`config.mk`:
```
export PLATFORM = sky130hd
export DESIGN_NAME = ptc_temp
export DESIGN_NICKNAME = d
export VERILOG_FILES = /design/src/rtl/ptc_pkg.sv /design/src/rtl/ptc_temp.sv
export SDC_FILE = /design/constraint.sdc
export NUM_CORES = 2
export LEC_CHECK = 0
export BUFFER_PORTS_ARGS = -buffer_cell sky130_fd_sc_hd__buf_4
export CAP_MARGIN = 0
export CORE_ASPECT_RATIO = 0.5
export CORE_UTILIZATION = 50
export CTS_BUF_LIST = sky130_fd_sc_hd__clkbuf_16
export DETAILED_ROUTE_END_ITERATION = 8
export PLACE_DENSITY_LB_ADDON = 0.12
export SLEW_MARGIN = 15
export SYNTH_ARGS = -nofsm -noshare
export SYNTH_HDL_FRONTEND = slang
export SYNTH_SLANG_ARGS = --single-unit
```
`constraint.sdc`:
```
create_clock -name clk -period 7.95 [get_ports clk]
set_clock_uncertainty 0.05 [all_clocks]
set_input_delay 0.795 -clock clk [delete_from_list [all_inputs] [get_ports clk]]
set_output_delay 0.795 -clock clk [all_outputs]
set_load 0.01 [all_outputs]
```
`src/rtl/ptc_pkg.sv`:
```
// Shared types, constants and helpers for the pressure/temperature compensation core.
// Used by every module under rtl/.
package ptc_pkg;

  // Output clamp limits
  localparam int TEMP_MIN_CENTI  = -4000;
  localparam int TEMP_MAX_CENTI  = 8500;
  localparam int PRESS_MIN_CENTI = 3000000;
  localparam int PRESS_MAX_CENTI = 11000000;

  // Datapath constants
  localparam int TFINE_OFFSET = 128000;
  localparam logic signed [63:0] PRESS_OFFSET = 64'sd140737488355328;
  localparam logic [20:0] RAW_FULL_SCALE = 21'd1048576;
  localparam logic [11:0] PRESS_SCALE = 12'd3125;
  localparam logic [6:0] CENTI_SCALE = 7'd100;

  // Divider: quotient bits resolved per pipeline stage
  localparam int DIV_BITS   = 2;
  localparam int DIV_STAGES = 64 / DIV_BITS;

  // Configuration register indexes
  localparam logic [1:0] REG_TEMP_CALIB  = 2'd0;
  localparam logic [1:0] REG_PRESS_LOW   = 2'd1;
  localparam logic [1:0] REG_PRESS_MID   = 2'd2;
  localparam logic [1:0] REG_PRESS_LAST  = 2'd3;

  typedef struct packed {
    logic [15:0] t1;
    logic [15:0] t2;
    logic [15:0] t3;
    logic [15:0] p1;
    logic [15:0] p2;
    logic [15:0] p3;
    logic [15:0] p4;
    logic [15:0] p5;
    logic [15:0] p6;
    logic [15:0] p7;
    logic [15:0] p8;
    logic [15:0] p9;
  } calib_t;

  typedef struct packed {
    logic               divisor_zero;
    logic [23:0]        pressure_centi_pa;
    logic signed [14:0] temperature_centi;
  } result_t;

  // Signed divide by 2**k, truncating toward zero
  function automatic logic signed [63:0] div_pow2(input logic signed [63:0] x,
                                                  input int unsigned k);
    logic [63:0] bias;
    bias = x[63] ? ((64'd1 << k) - 64'd1) : 64'd0;
    return (x + $signed(bias)) >>> k;
  endfunction

endpackage

```
`src/rtl/ptc_temp.sv`:
```
// Temperature compensation pipeline: six stages from raw reading to t_fine and 0.01 degC.
// Depends on ptc_pkg.
module ptc_temp (
  input  logic               clk,
  input  logic               rst,
  input  logic               en,
  input  logic               in_valid,
  input  logic [19:0]        raw_t,
  input  logic [19:0]        raw_p,
  input  ptc_pkg::calib_t    calib,
  output logic               out_valid,
  output logic signed [14:0] temp_centi,
  output logic signed [24:0] t_fine,
  output logic [19:0]        raw_p_out
);
  import ptc_pkg::*;

  logic [5:0] vld;

  logic signed [18:0] s1_x1;
  logic signed [17:0] s1_d;
  logic [19:0]        s1_rp;
  logic signed [34:0] s2_m1;
  logic [31:0]        s2_dd;
  logic [19:0]        s2_rp;
  logic signed [23:0] s3_v1;
  logic [19:0]        s3_dds;
  logic [19:0]        s3_rp;
  logic signed [23:0] s4_v1;
  logic signed [36:0] s4_m2;
  logic [19:0]        s4_rp;
  logic signed [24:0] s5_tf;
  logic [19:0]        s5_rp;

  logic signed [18:0] x1_next;
  logic signed [17:0] d_next;
  logic signed [35:0] dd_full;
  logic signed [63:0] v1_w;
  logic signed [63:0] v2_w;
  logic signed [24:0] tf_next;
  logic signed [63:0] tv;
  logic signed [14:0] temp_next;

  always_comb begin
    x1_next = $signed({2'b00, raw_t[19:3]}) - $signed({2'b00, calib.t1, 1'b0});
    d_next  = $signed({2'b00, raw_t[19:4]}) - $signed({2'b00, calib.t1});
    dd_full = s1_d * s1_d;
    v1_w    = div_pow2(64'(s2_m1), 11);
    v2_w    = div_pow2(64'(s4_m2), 14);
    tf_next = 25'(s4_v1) + $signed(v2_w[24:0]);
    tv      = div_pow2(64'(s5_tf) * 64'sd5 + 64'sd128, 8);
    if (tv < 64'(TEMP_MIN_CENTI)) begin
      temp_next = 15'(TEMP_MIN_CENTI);
    end else if (tv > 64'(TEMP_MAX_CENTI)) begin
      temp_next = 15'(TEMP_MAX_CENTI);
    end else begin
      temp_next = tv[14:0];
    end
  end

  always_ff @(posedge clk) begin
    if (rst) begin
      vld <= '0;
    end else if (en) begin
      vld <= {vld[4:0], in_valid};
    end
  end

  always_ff @(posedge clk) begin
    if (en) begin
      s1_x1      <= x1_next;
      s1_d       <= d_next;
      s1_rp      <= raw_p;
      s2_m1      <= s1_x1 * $signed(calib.t2);
      s2_dd      <= dd_full[31:0];
      s2_rp      <= s1_rp;
      s3_v1      <= v1_w[23:0];
      s3_dds     <= s2_dd[31:12];
      s3_rp      <= s2_rp;
      s4_v1      <= s3_v1;
      s4_m2      <= $signed({1'b0, s3_dds}) * $signed(calib.t3);
      s4_rp      <= s3_rp;
      s5_tf      <= tf_next;
      s5_rp      <= s4_rp;
      temp_centi <= temp_next;
      t_fine     <= s5_tf;
      raw_p_out  <= s5_rp;
    end
  end

  assign out_valid = vld[5];

endmodule

```
==> reports/metrics.cfg <==
[status]
outcome = complete, no violations

[synth]
synth.cell_area_sq_um = 46500
synth-seq-cells = 368
postSynthCellCount = 4410
yosysWarnings = 0
syn_nets = 5878
post_synth.cell_area_avg_sq_um = 10.5
synth-edff-count = 362
synth_cell_types = 79
ys.flop_type = edfxtp_1
ys_seq_area_share_pct = 23.6
synthArstFlopShare_pct = 0

[cells_and_area]
finalNetCount = 5984
final_common_cell = inv_1
layout_common_cells = inv_1 (951), fa_1 (803), nand2_1 (481), ha_1 (429), edfxtp_1 (362)
layout-drive-gt1-share_pct = 6.43
num-fill-cells = 8132
area_growth_syn_to_layout_pct = 8.07
fin_area_sq_um = 50200

[min_path]
whs_endpoint = s1_rp[16]
hold_depth = 1
worstHoldPathType = input pin to flip-flop
min_from = raw_p[16]

[critical_path]
crit_family = adder cells
critical_path_required_ps = 8210
r2r-start = s1_x1[6]
cpMostUsedCell = fa_1
cp_num_cells = 24
crit_chain = nand2_1 > fa_1 > inv_1 > fa_1 > inv_1 > fa_1 > fa_1 > inv_1 > fa_1 > inv_1 > fa_1 > inv_1 > ha_1 > nand4_1 > or2_2 > o32ai_1 > o211ai_1 > o311ai_0 > buf_4 > nand3b_1 > a31oi_1 > a41oi_1 > o21bai_1 > xnor2_1
r2r_end = s2_m1[33]
cp.arrival_ps = 7740
r2r_cells = 24
cp-start-kind = flip-flop
rrSetupSlack_ps = 480
crit_buf_inv = 6
path_max_fanout = 12
cpMaxStageDelayCell = edfxtp_1
path_class = flip-flop to flip-flop
end_kind = flip-flop
max_stage_delay_ps = 780

[clocking]
root_buffer = clkbuf_16
cts.sinks = 368
postCtsSetupRepairBufs = 0
cts_tree = built
clk_latency_ps = 590
cts_hold_buf = 0
clk_pin_slew_worst_paths_ps = 80
cts.path.max_buffers = 3
post_cts_resized = 0
cts_buffers = 36
htreeDepth = 2

[sta]
finalSetupTns_ps = 0
setup_ws_ps = 477
max_slew_margin_pct = 26.0
max_freq_mhz = 134
hold_viol = 0
setup_viol = 0
rsz0062_at_grt = no
min_period_over_period_pct = 94.0
tightest_slew_ps = 1100
fin_crit_ps = 7470
finalMaxSlewViolations = 0

[floorplan]
die-area_sq_um = 94300
die_h_um = 218
ios = 297
die_w_um = 433
start_util_pct = 50.9
core_sq_um = 91300
row_count = 78

[route]
routed_wl_um = 99500
drtIter0Drc = 1539
viasPerCell = 5.17
drc = 0
dr.pass1.iters = 5
wire_per_inst_um = 17.2
antenna_left = 0
via_count = 29867

[grt]
grt_pass1_vias = 31727
grtUsageTotal_pct = 22.0
grt_pass1_wl_um = 164000
antenna_found_initial = 3
grt.overflow.total = 0
grt_max_degree = 116

[place]
pre_cts_slack_ps = 273
dpl.hpwl_um = 80900
gp_congestion = 0.865
placed_area_sq_um = 49100
portBuffers = 149

[run]
drv_cap = 0

==> cell families (layout without fill, tap and decap cells) <==
kind of cell             count (synthesis)  after routing  share of synthesized area [%]
adder cells (fa/ha/maj)               1232           1232                           46.1
AND/OR/NAND/NOR                       1158           1158                           12.1
buffers and inverters                 1085           1216                           8.81
flip-flops                             368            368                           23.6
AO/OA/AOI/OAI                          353            353                           5.21
XOR/XNOR                               205            205                           3.86
multiplexers                             9              9                          0.197
other                                    0              1                              0
==> flip-flops by register name (all words and copies together), names as in the netlist, 24 cells and up <==
name / flops
s4_m2: 37
s2_m1: 34
s5_tf: 25
t_fine: 25
s3_v1: 24
s4_v1: 24
==> final cells by class <==
cell class              count  area, sq um  share of cell area [%]
clock inverters            27          267                   0.531
multi-input cells        2957        31400                    62.5
clock buffers              36          901                    1.79
well taps                1240         1550                    3.09
repair buffers            207         1570                    3.13
diodes                      1         2.50                 0.00498
flip-flops and latches    368        11000                    21.9
inverters                 946         3550                    7.07
==> metal layers <==
metal,global-route usage [%],wire length (um),vias to the layer above
li1,-,-,13955
met1,30.9,45600,15246
met2,37.0,47800,560
met3,2.78,4400,106
met4,4.33,1670,0
met5,0,0,-
==> synth_stat cells (all sizes together), types with 19 or more instances <==
master  count  share of area [%]
a21o       59               0.95
a21oi      92                1.0
and2      307                4.1
clkbuf    132                1.1
edfxtp    362                 23
fa        803                 35
ha        429                 12
inv       946                7.6
nand2     481                3.9
nand2b     46               0.62
nand3      38               0.41
nand4      20               0.27
nor2      138                1.1
nor2b      21               0.28
nor3       39               0.42
o21a       19               0.31
o21ai      55               0.60
xnor2     144                2.7
xor2       61                1.1
==> metrics by stage <==
step | util (%) | std cells | hold slack (ps)
after global routing | 55.0 | 5782 | 324
after global placement | 53.7 | 5718 | 352
after detailed placement | 53.7 | 5718 | 355
after floorplan | - | 4410 | 350
after CTS | 55.0 | 5781 | 320
final | 55.0 | 5782 | 361
==> how the worst max path moves through the flow <==
stage,from,to
4_1_cts,s1_x1[6],s2_m1[33]
6_report,s1_x1[6],s2_m1[33]
2_1_floorplan,calib[164],s2_m1[33]
5_1_grt,s1_x1[6],s2_m1[33]
3_3_place_gp,calib[161],s2_m1[33]
3_5_place_dp,calib[161],s2_m1[33]
Power is not shown: default switching activity piles up to over one toggle a cycle in this logic, so the estimate is an artifact.
