## config.mk

```make
export PLATFORM = sky130hd
export DESIGN_NAME = ptc_skid
export DESIGN_NICKNAME = d
export VERILOG_FILES = /design/src/rtl/ptc_pkg.sv /design/src/rtl/ptc_skid.sv
export SDC_FILE = /design/constraint.sdc
export NUM_CORES = 1
export LEC_CHECK = 0
export BUFFER_PORTS_ARGS = -buffer_cell sky130_fd_sc_hd__buf_2
export CELL_PAD_IN_SITES_DETAIL_PLACEMENT = 0
export CELL_PAD_IN_SITES_GLOBAL_PLACEMENT = 2
export CORE_MARGIN = 3
export CORE_UTILIZATION = 34
export DETAILED_ROUTE_END_ITERATION = 10
export PLACE_DENSITY = 0.83
export SLEW_MARGIN = 5
export SYNTH_ARGS = -nofsm -noshare
export SYNTH_HDL_FRONTEND = slang
export SYNTH_SLANG_ARGS = --single-unit
```

## constraint.sdc

```tcl
create_clock -name clk -period 3.8 [get_ports clk]
set_input_delay 0.38 -clock clk [delete_from_list [all_inputs] [get_ports clk]]
set_output_delay 0.38 -clock clk [all_outputs]
set_load 0.02 [all_outputs]
```

## src/rtl/ptc_pkg.sv

```systemverilog
// Shared types, constants and helpers for the pressure/temperature compensation core.
// Used by every module under rtl/.
package ptc_pkg;

  // Output clamp limits
  localparam int TEMP_MIN_CENTI  = -4000;
  localparam int TEMP_MAX_CENTI  = 8500;
  localparam int PRESS_MIN_CENTI = 3000000;
  localparam int PRESS_MAX_CENTI = 11000000;

  // Datapath constants
  localparam int TFINE_OFFSET = 128000;
  localparam logic signed [63:0] PRESS_OFFSET = 64'sd140737488355328;
  localparam logic [20:0] RAW_FULL_SCALE = 21'd1048576;
  localparam logic [11:0] PRESS_SCALE = 12'd3125;
  localparam logic [6:0] CENTI_SCALE = 7'd100;

  // Divider: quotient bits resolved per pipeline stage
  localparam int DIV_BITS   = 2;
  localparam int DIV_STAGES = 64 / DIV_BITS;

  // Configuration register indexes
  localparam logic [1:0] REG_TEMP_CALIB  = 2'd0;
  localparam logic [1:0] REG_PRESS_LOW   = 2'd1;
  localparam logic [1:0] REG_PRESS_MID   = 2'd2;
  localparam logic [1:0] REG_PRESS_LAST  = 2'd3;

  typedef struct packed {
    logic [15:0] t1;
    logic [15:0] t2;
    logic [15:0] t3;
    logic [15:0] p1;
    logic [15:0] p2;
    logic [15:0] p3;
    logic [15:0] p4;
    logic [15:0] p5;
    logic [15:0] p6;
    logic [15:0] p7;
    logic [15:0] p8;
    logic [15:0] p9;
  } calib_t;

  typedef struct packed {
    logic               divisor_zero;
    logic [23:0]        pressure_centi_pa;
    logic signed [14:0] temperature_centi;
  } result_t;

  // Signed divide by 2**k, truncating toward zero
  function automatic logic signed [63:0] div_pow2(input logic signed [63:0] x,
                                                  input int unsigned k);
    logic [63:0] bias;
    bias = x[63] ? ((64'd1 << k) - 64'd1) : 64'd0;
    return (x + $signed(bias)) >>> k;
  endfunction

endpackage

```

## src/rtl/ptc_skid.sv

```systemverilog
// Output register with one skid word; its ready is registered and stalls the pipeline.
// Depends on ptc_pkg.
module ptc_skid (
  input  logic             clk,
  input  logic             rst,
  input  logic             in_valid,
  input  ptc_pkg::result_t in_data,
  output logic             in_ready,
  output logic             out_valid,
  output ptc_pkg::result_t out_data,
  input  logic             out_ready
);
  import ptc_pkg::*;

  logic    sk_valid;
  result_t sk_data;

  assign in_ready = !sk_valid;

  always_ff @(posedge clk) begin
    if (rst) begin
      out_valid <= 1'b0;
      sk_valid  <= 1'b0;
    end else if (!sk_valid) begin
      if (!out_valid || out_ready) begin
        out_valid <= in_valid;
      end else if (in_valid) begin
        sk_valid <= 1'b1;
      end
    end else if (out_ready) begin
      out_valid <= 1'b1;
      sk_valid  <= 1'b0;
    end
  end

  always_ff @(posedge clk) begin
    if (!sk_valid) begin
      if (!out_valid || out_ready) begin
        out_data <= in_data;
      end else begin
        sk_data <= in_data;
      end
    end else if (out_ready) begin
      out_data <= sk_data;
    end
  end

endmodule

```

==> results.sh, run 1 <==
export IMPL_area_delta_synth_final_pct=23.9
export IMPL_htreeDepth=3
export IMPL_cts_sinks=82
export IMPL_io_buffers=85
export IMPL_drive_gt1_share_pct=62.2
export IMPL_wl_per_cell_um=15.3
export IMPL_status="finished clean"
export IMPL_grt_use_total_pct=10.4
export IMPL_finClkSkew_ns=0.00868
export IMPL_multi_input_area_um2=651
export IMPL_io_pins=86
export IMPL_grt_overflow=0
export IMPL_path_max_fanout=25
export IMPL_rows=34
export IMPL_worstPathCellList="nor3b_4 > buf_4"
export IMPL_post_place_ws_ns=1.66
export IMPL_syn_area_um2=3160
export IMPL_crit_type="flop to flop"
export IMPL_synth_seq_cells=82
export IMPL_fp_coreArea_um2=8890
export IMPL_path_buf_inv=1
export IMPL_slew_violations=0
export IMPL_diodes=0
export IMPL_fillerInstances=776
export IMPL_maxCapViolations=0
export IMPL_dp_hpwl_um=3690
export IMPL_fin_util_pct=44.0
export IMPL_hold_buffers=0
export IMPL_synth_cells=135
export IMPL_finalCritPeriodShare_pct=54.5
export IMPL_seq_area_um2=2440
export IMPL_slew_headroom_pct=21.1
export IMPL_critPathTopFamily="simple AND/OR/NAND/NOR gates"
export IMPL_setup_viol=0
export IMPL_ir_worst_vdd_v=0.000217
export IMPL_endpoint_kind="flop"
export IMPL_insertion_delay_ns=0.34
export IMPL_yosysSeqAreaShare_pct=77.3
export IMPL_p_per_area_nw_per_um2=512
export IMPL_hold_path_class="primary input to flop"
export IMPL_tns_ns=0
export IMPL_worst_pin_slew_ns=1.18
export IMPL_post_cts_buffers=0
export IMPL_grt_max_degree=41
export IMPL_timing_fmax_mhz=483
export IMPL_arrival_ns=2.09
export IMPL_viasPerCell=4.38
export IMPL_rsz0062_at_grt="no"
export IMPL_die_y_um=102
export IMPL_routabilityCongestion=0.710
export IMPL_start_kind="flop"
export IMPL_postCtsResizedCells=0
export IMPL_hold_viol=0
export IMPL_netlist_cell_type_count=14
export IMPL_dieWidth_um=102
export IMPL_p_leak_nw=1.54
export IMPL_grt_pass1_vias=1566
export IMPL_cts_root_buf="clkbuf_8"
export IMPL_dr_pass1_iters=4
export IMPL_crit_slowest_cell="nor3b_4"
export IMPL_drc=0
export IMPL_layout_min_cycle_time_ns=2.07
export IMPL_synth_fp_nets=179
export IMPL_clk_pin_slew_ns=0.08
export IMPL_first_iter_violations=43
export IMPL_antenna_left=0
export IMPL_grt_pass1_wl_um=8010
export IMPL_cp_data_required_time_ns=3.82
export IMPL_cts_buffers=9
export IMPL_antenna_found_initial=0
export IMPL_final_nets=272
export IMPL_setup_ws_ns=1.73
export IMPL_wl_um=5200
export IMPL_stdcell_area_um2=3920
export IMPL_vias=1493
export IMPL_max_stage_delay_ns=0.75
export IMPL_start_util_pct=35.5
export IMPL_design_die_area_um2=10500
export IMPL_syn_area_per_cell_um2=23.4
export IMPL_placed_cell_area_um2=3670
export IMPL_cts_tree="done"
export IMPL_clockBufferDepth=2
export IMPL_synth_yosys_warnings=0
## cells in the final DEF, fill, tap and decap left out
cell type and count:
mux2i_1 1, inv_1 1, dfxtp_2 1, o21bai_4 1, edfxtp_1 80, mux2_4 35, bufinv_16 3, nor3b_4 1
dfxtp_1 1, mux2_2 5, nor3_1 1, inv_6 1, buf_2 85, nand2b_1 1, clkinvlp_4 2, buf_4 2
a21oi_1 2, clkbuf_8 9, clkbuf_1 1
## through the flow
step / hold slack [ns] / power, W / std cells
global placement: 0.529 / 0.00128 / 325
global route: 0.178 / 0.00209 / 341
floorplan: 0.449 / 0.00121 / 135
finish: 0.201 / 0.00201 / 341
detailed placement: 0.534 / 0.00128 / 325
CTS: 0.175 / 0.00204 / 341
## synth_stat cells
library cell / number / area share, %
mux2_4: 35 / 17
nor3_1: 1 / 0.16
buf_12: 3 / 1.9
edfxtp_1: 80 / 76
a21oi_1: 2 / 0.32
buf_8: 1 / 0.47
buf_6: 1 / 0.36
inv_1: 1 / 0.12
nand2b_1: 1 / 0.20
o21bai_1: 1 / 0.24
nor3b_1: 1 / 0.24
mux2_2: 5 / 1.8
mux2i_1: 1 / 0.32
dfxtp_1: 2 / 1.3
## area by class of cell
class                      instances  area share (%)
sequential                        82            62.4
inverter                           1          0.0959
clock inverter                     6            2.91
multi-input combinational         47            16.6
tap                              108            3.45
clock buffer                      10            3.26
timing repair buffer              87            11.2
## worst register-to-register path, cell delays in order (launching register included)
cell     delay, ns
dfxtp_2       0.53
nor3b_4       0.76
buf_4         0.45
## flip-flops by register name (all words and copies together) (netlist names)
signal     flops
out_data      40
out_valid      1
sk_data       40
sk_valid       1
## where the power goes
group          switching (W)  total [W]  internal, W
Clock               0.000308   0.000747     0.000439
Combinational       0.000104   0.000185    0.0000811
Sequential         0.0000171    0.00107      0.00106
Total               0.000430    0.00201      0.00158
## final timing paths
check / from / end / slack [ns] / cells past startpoint
worst max-delay path: sk_valid / sk_data[0] / 1.73 / 2
worst min register to register: sk_data[9] / out_data[9] / 0.55 / 1
worst max register to register: sk_valid / sk_data[0] / 1.73 / 2
worst min-delay path: rst / out_valid / 0.20 / 2
## metal layers
layer	routed length [um]	part of all wire [%]	global-route usage (%)
met1	2210	42	12.4
met3	388	7.5	4.30
met4	74	1.4	4.54
met5	0	0	0
met2	2530	49	16.5
## cells by family after synthesis
group	count (synthesis)	synth area share (%)
mux	41	18.7
simple gates	3	0.594
compound gates	3	0.554
buf+inv	6	2.85
flops	82	77.3
Note: power is estimated with default switching activity, not from simulation.
==> inputs of run 2 (changes only) <==
Settings changed: CORE_UTILIZATION 34 to 38, PLACE_DENSITY 0.83 to 0.87.
Clock period 3.8 ns to 2.1 ns, I/O delays scaled along.
==> run 2 against run 1 <==
Effect of this change:
- cell count shrank 1.2%
- critical path depth increased by 1
- register-to-register slack got worse by 1.1 ns
- global-route usage is 1.1 points higher
- worst setup slack worse by 1.1 ns
- utilization increased by 4.9 points
- first-iteration DRC count down 2.3%
==> results.sh, run 2 (synthesis results as in run 1) <==
export IMPL_grt_pass1_wl_um=8260
export IMPL_p_per_area_nw_per_um2=828
export IMPL_hold_viol=0
export IMPL_grt_pass1_vias=1556
export IMPL_endpoint_kind="output port"
export IMPL_wl_um=5250
export IMPL_worst_pin_slew_ns=0.381
export IMPL_die_y_um=97.2
export IMPL_cts_tree="done"
export IMPL_postCtsResizedCells=0
export IMPL_finalCritPeriodShare_pct=70.2
export IMPL_grt_overflow=0
export IMPL_cts_root_buf="clkbuf_8"
export IMPL_finClkSkew_ns=0.00594
export IMPL_dp_hpwl_um=3780
export IMPL_setup_ws_ns=0.625
export IMPL_post_cts_buffers=0
export IMPL_start_kind="flop"
export IMPL_maxCapViolations=0
export IMPL_clockBufferDepth=2
export IMPL_fillerInstances=686
export IMPL_tns_ns=0
export IMPL_path_max_fanout=12
export IMPL_final_common_cell="buf_2"
export IMPL_first_iter_violations=42
export IMPL_htreeDepth=3
export IMPL_slew_headroom_pct=74.6
export IMPL_diodes=0
export IMPL_dieWidth_um=97.2
export IMPL_design_die_area_um2=9450
export IMPL_hold_buffers=0
export IMPL_post_place_ws_ns=0.640
export IMPL_fp_coreArea_um2=7890
export IMPL_area_delta_synth_final_pct=22.1
export IMPL_hold_path_class="primary input to flop"
export IMPL_viasPerCell=4.47
export IMPL_clk_pin_slew_ns=0.07
export IMPL_io_buffers=85
export IMPL_reg_top3="out_data x40, sk_data x40"
export IMPL_antenna_found_initial=0
export IMPL_ir_worst_vdd_v=0.000291
export IMPL_crit_type="flop to output port"
export IMPL_vias=1506
export IMPL_final_nets=276
export IMPL_status="finished clean"
export IMPL_slew_violations=0
export IMPL_arrival_ns=1.26
export IMPL_p_leak_nw=1.52
export IMPL_dr_pass1_iters=4
export IMPL_cts_buffers=9
export IMPL_routabilityCongestion=0.680
export IMPL_io_pins=86
export IMPL_grt_max_degree=31
export IMPL_start_util_pct=40.1
export IMPL_layout_min_cycle_time_ns=1.47
export IMPL_setup_viol=0
export IMPL_drive_gt1_share_pct=62.1
export IMPL_wl_per_cell_um=15.6
export IMPL_rsz0062_at_grt="no"
export IMPL_layout_common_cells="buf_2, edfxtp_1, mux2_4"
export IMPL_grt_use_total_pct=11.5
export IMPL_whs_ns=0.0489
export IMPL_timing_fmax_mhz=678
export IMPL_drc=0
export IMPL_insertion_delay_ns=0.33
export IMPL_rows=32
export IMPL_cts_sinks=82
export IMPL_cp_data_required_time_ns=1.89
export IMPL_antenna_left=0
## run 2: routing by layer
layer,vias up,global-route usage (%),share of wire [%]
met5,-,0,0
met4,0,5.51,1.8
met3,9,4.16,6.4
met2,55,18.2,49
met1,722,13.9,43
li1,720,-,-
## run 2: worst max-delay path, stage by stage, from the launching register on
cell and delay (ns):
dfxtp_2 0.43, buf_4 0.28, inv_1 0.06, buf_2 0.16
## run 2: layout make-up
cell class / count / area [um^2] / share of cell area (%)
clock inverters: 4 / 21.3 / 0.551
multi-input cells: 47 / 651 / 16.9
well taps: 102 / 128 / 3.31
repair buffers: 91 / 483 / 12.5
flip-flops and latches: 82 / 2440 / 63.3
inverters: 1 / 3.75 / 0.0973
clock buffers: 10 / 128 / 3.31
## run 2: per-stage QoR
step	std cells	power [W]	area (um^2)	utilization (%)
floorplan	135	0.00219	3180	-
global placement	323	0.00232	3710	47.0
detailed placement	323	0.00233	3710	47.0
CTS	337	0.00324	3860	48.9
global route	337	0.00334	3860	48.9
finish	337	0.00319	3860	48.9
## run 2: report_power, final
part	internal [W]	switching [W]	total, W
clock network	0.000408	0.000501	0.000909
logic	0.000152	0.000193	0.000346
registers	0.00191	0.0000275	0.00194
## run 2: path summary, 6_finish.rpt
kind         cells after the start            to        start  slack (ns)
max                              3      in_ready     sk_valid        0.63
min                              2      sk_valid          rst        0.05
max reg2reg                      3   out_data[9]     sk_valid        0.65
min reg2reg                      1  out_data[37]  sk_data[37]        0.54
